`src/rtl/chm_ram.sv`:
```
`timescale 1ns / 1ps
`default_nettype none
// ----------------------------------------------------------------------------
// chm_ram: generic simple dual-port RAM
// One write port and one read port with the read data registered.
// ----------------------------------------------------------------------------
module chm_ram #(
	parameter int W = 8,
	parameter int D = 16
) (
	input  wire logic                 clk,
	input  wire logic                 we,
	input  wire logic [$clog2(D)-1:0] waddr,
	input  wire logic [W-1:0]         wdata,
	input  wire logic [$clog2(D)-1:0] raddr,
	output logic      [W-1:0]         rdata
);

	logic [W-1:0] mem [D];

	always_ff @(posedge clk) begin
		if (we) begin
			mem[waddr] <= wdata;
		end
		rdata <= mem[raddr];
	end

endmodule
`default_nettype wire

```
`config.mk`:
```
export PLATFORM = sky130hd
export DESIGN_NAME = chm_ram
export DESIGN_NICKNAME = d
export VERILOG_FILES = /design/src/rtl/chm_ram.sv
export SDC_FILE = /design/constraint.sdc
export NUM_CORES = 1
export LEC_CHECK = 0
export BUFFER_PORTS_ARGS = -buffer_cell sky130_fd_sc_hd__clkbuf_2
export CAP_MARGIN = 5
export CORE_MARGIN = 3
export CORE_UTILIZATION = 37
export CTS_CLUSTER_SIZE = 16
export DETAILED_ROUTE_END_ITERATION = 12
export RECOVER_POWER = 25
export SLEW_MARGIN = 20
export SYNTH_ARGS = -nofsm -noshare
export SYNTH_HDL_FRONTEND = slang
export SYNTH_SLANG_ARGS = --single-unit
export TNS_END_PERCENT = 100
```
`constraint.sdc`:
```
create_clock -name clk -period 2.2 [get_ports clk]
set_input_delay 0.66 -clock clk [delete_from_list [all_inputs] [get_ports clk]]
set_output_delay 0.66 -clock clk [all_outputs]
set_load 0.02 [all_outputs]
```
; Yosys cells after proc, flatten, opt, wreduce, memory -nomap -nowiden
; Memory sizes are Yosys's and may differ from the RTL's. A register that Yosys moved wholly into a read port is not among the register bits.
; Index checks and enable logic that the tools add are counted.
[totals]
ram_bits = 128
register_bits = 0
out_inout_bits = 8
wordCells = 3
inputBits = 18
mem_count = 1
[classes]
n_mux = 2
[mem_list]
columns = memory, words, width, rd, rd_ports_with_merged_regs, wr, line
row1 = mem, 16, 8, 1, 1, 1, 19  ; logic [W-1:0] mem [D];
[ops]
columns = operator, count
row1 = $mux W1, 2

; Depth between registers and ports, before layout
[logic_depth]
word_depth = 2
ltp_mapped = 5
ltp_nobuf = 3

; Least setup slack after synthesis
; OpenSTA, ideal clock, no wires.
[synth_path]
path_kind = input to register
from = input waddr[2]
to = memory mem[0][0], enable pin
setup_slack_ns = 0.047
stages = 2
t_required_ns = 1.817
arrival_ns = 1.770
path_buffers = 0
setup_ns = 0.383
path_cell_list = or3b_2 -> nor3_1
[synth_lines]
columns = element, line
row1 = start: declaration, 13  ; input wire logic [$clog2(D)-1:0] waddr,
row2 = end: declaration, 19
; No word-level cell before the write port.

==> impl_results.md <==
- Chip height: 124 um
- Count of input and output buffers: 25
- FF/Latch Area: 4000 um2
- Die area: 15,400 um2
- Layout Area Growth over Synthesis: 18.7%
- Compound-cell area share of the yosys netlist: 2.33%
- Min Clock Period, post-route: 1.72 ns
- Max-cap violations: 0
- Clock latency on the worst-skew pair: 0.41 ns
- Via/cell ratio: 5.10
- Skew final: 0.00561 ns
- Routability congestion estimate: 0.707
- Final TNS setup: 0 ns
- CTS Buf Count: 17
- Overall global routing resource usage: 13.9%
- Proportion of synthesized area in mux cells: 15.0%
- Syn Std Cell Area: 5150 um2
- Row cnt: 42
- Global-route wire length before repair: 14.7 mm
- Crit-path max cell delay: 0.62 ns
- Clock network fraction of total power: 43.3%
- Area of the multi-input gates: 1060 um2
- Post-synth cell types: 19
- Slew margin rel.: 56.3%
- Internal power: 4.54 mW
- Clock Tree Root: clkbuf_16
- Required @ worst endpoint: 2.49 ns
- Final instance count without filler cells: 473
- Worst setup EP type: register
- Initial Util: 38.4%
- Synth area leader: edfxtp_1
- Critical path data arrival time: 2.01 ns
- Fill count: 1,142
- Max Slew Vio Count: 0
- TritonCTS clock tree: built
- P_leak: 2.06 nW
- Synth area leaders: edfxtp_1 (75%), mux4_2 (7.9%), mux4_1 (7.1%), dfxtp_1 (3.1%), a22oi_1 (2.3%)
- Detailed Place HPWL: 6.17 mm
- Die Width: 124 um
- Sequential area share after synthesis: 77.8%
- Total core area: 13,400 um2
- CTS resizes: 0
- Final setup fails: 0
- Hold_buf cts: 0
- Largest family of logic cells by synthesized area: multiplexers
- F_max: 581 MHz
- Status: complete, no violations
- Ys flop type: edfxtp_1
- Setup CP Type: in -> reg
- Drt wl/cell: 20.0 um
- EDFF count, synth: 128
- Post-synth top area share: 74.7%
- DR vias: 2,412
- CP max FO: 16
- Syn Nets: 247
- Final nets: 302
- Drc violations: 0
- Initial antenna violation count: 0
- Fin crit share: 78.3%
- NetSw: 1.11 mW
- Xor-xnor portion of the synthesized cell area: 0%
- H-Tree Level Count: 4
- Sw frac: 19.7%
- PwrDens: 925 nW/um2
- Final worst slack: 0.478 ns
- Max rail drop VDD: 0.538 mV
- Syn avg cell area: 22.5 um2
- Register share of total power: 51.6%
- FFs w/ async S/R, synth: 0%
- Total gr overflow: 0
- Flops & latches, synth: 136
- Leading cell types in the layout, fill and taps excluded: edfxtp_1 (128), clkbuf_2 (19), mux4_2 (18), buf_4 (18), clkbuf_16 (17)
- Vias in the first global route: 2,473
- Combinational power share: 5.1%
- Worst-margin pin slew: 0.655 ns
- CTS clk-pin slew, worst paths: 0.05 ns
- Placed cell count: 441
- Pre-CTS worst setup slack: 0.0905 ns
- Syn Inst Count: 229
- # diodes: 0
- Share of cells above drive strength 1: 27.6%
- CTS max path bufs: 2
- Simple-gate area share of the yosys netlist: 3.18%
- Post-synthesis adder-cell area fraction: 0%
- Post-route ant nets: 0
- Commonest non-fill, non-tap cell in the layout: edfxtp_1
- Largest net degree at the start of global routing: 33
- First-pass detailed-route iteration total: 4
- Num ports: 26
- Crit-path slowest cell: mux4_1
- R2r setup slk: 0.78 ns
- RSZ-0062 raised after global routing: no
- Total power: 5.65 mW
- Worst path cell trace: clkbuf_2, buf_12, mux4_1, a22oi_1, nand2_1
- Worst Hold Class: reg -> reg
- Initial drt markers: 281
- Synthesis Warnings: 0
- Hold Vio Cnt, Final: 0
- Worst setup SP type: input pin
- Post-CTS Setup Repair Bufs: 0
- Overall routed net length: 9.48 mm
- Num Clock Sinks: 136
## area by class of cell
class	count	share of cell area [%]
Clock buffer	28	8.13
Timing Repair Buffer	46	5.12
Multi-Input combinational cell	83	17.3
Tap cell	176	3.60
Clock inverter	4	0.307
Sequential cell	136	65.5
## metrics by stage
step,area [um2],hold WS [ns],utilization (%)
after CTS,6120,0.664,45.6
after global routing,6110,0.698,45.6
final,6110,0.658,45.6
after floorplan,5150,0.629,-
after detailed placement,5600,0.654,41.8
after global placement,5600,0.653,41.8
## critical path: cells and delay by family
family          cells  cell delay [ns]
mux                 1             0.62
buf+inv             2             0.33
compound gates      1             0.30
simple gates        1             0.09
## flip-flops by register name (all words and copies together) (netlist names)
| signal | cells |
|---|---|
| rdata | 8 |
| mem | 128 |
## layer usage
| layer | GRT usage (%) | share of wire [%] |
|---|---|---|
| met3 | 4.72 | 6.0 |
| met2 | 20.3 | 47 |
| met1 | 19.6 | 46 |
| met5 | 0 | 0 |
| met4 | 4.93 | 0.47 |
## synth_stat cells, drive strengths merged (2+ instances only)
cell type and instances:
nor3 4, edfxtp 128, a22oi 16, nand2 9, buf 7, clkdlybuf4s25 3
nand2b 2, dfxtp 8, nor2 13, nand3b 2, mux4 32
## power groups by stage
stage	combinational [mW]	sequential (mW)	clock, mW
final	0.286	2.92	2.45
after floorplan	0.147	2.98	0
after CTS	0.294	2.92	2.50
after global routing	0.314	2.92	2.64
after detailed placement	0.293	2.97	0
after global placement	0.287	2.97	0
## cell families after synthesis
logic type | Yosys count
DFF | 136
buffers and inverters | 10
and+or+nand+nor | 35
AOI/OAI and AO/OA | 16
muxes | 32
## worst paths after layout
| kind | from | cells after the start | to |
|---|---|---|---|
| worst min register to register | mem[12][0]$_DFFE_PP_ | 3 | rdata[0]$_DFF_P_ |
| worst max register to register | mem[6][3]$_DFFE_PP_ | 3 | rdata[3]$_DFF_P_ |
| worst max-delay path | raddr[0] | 5 | rdata[3]$_DFF_P_ |
| worst min-delay path | mem[12][0]$_DFFE_PP_ | 3 | rdata[0]$_DFF_P_ |
Power figures use the tool's default switching activity.
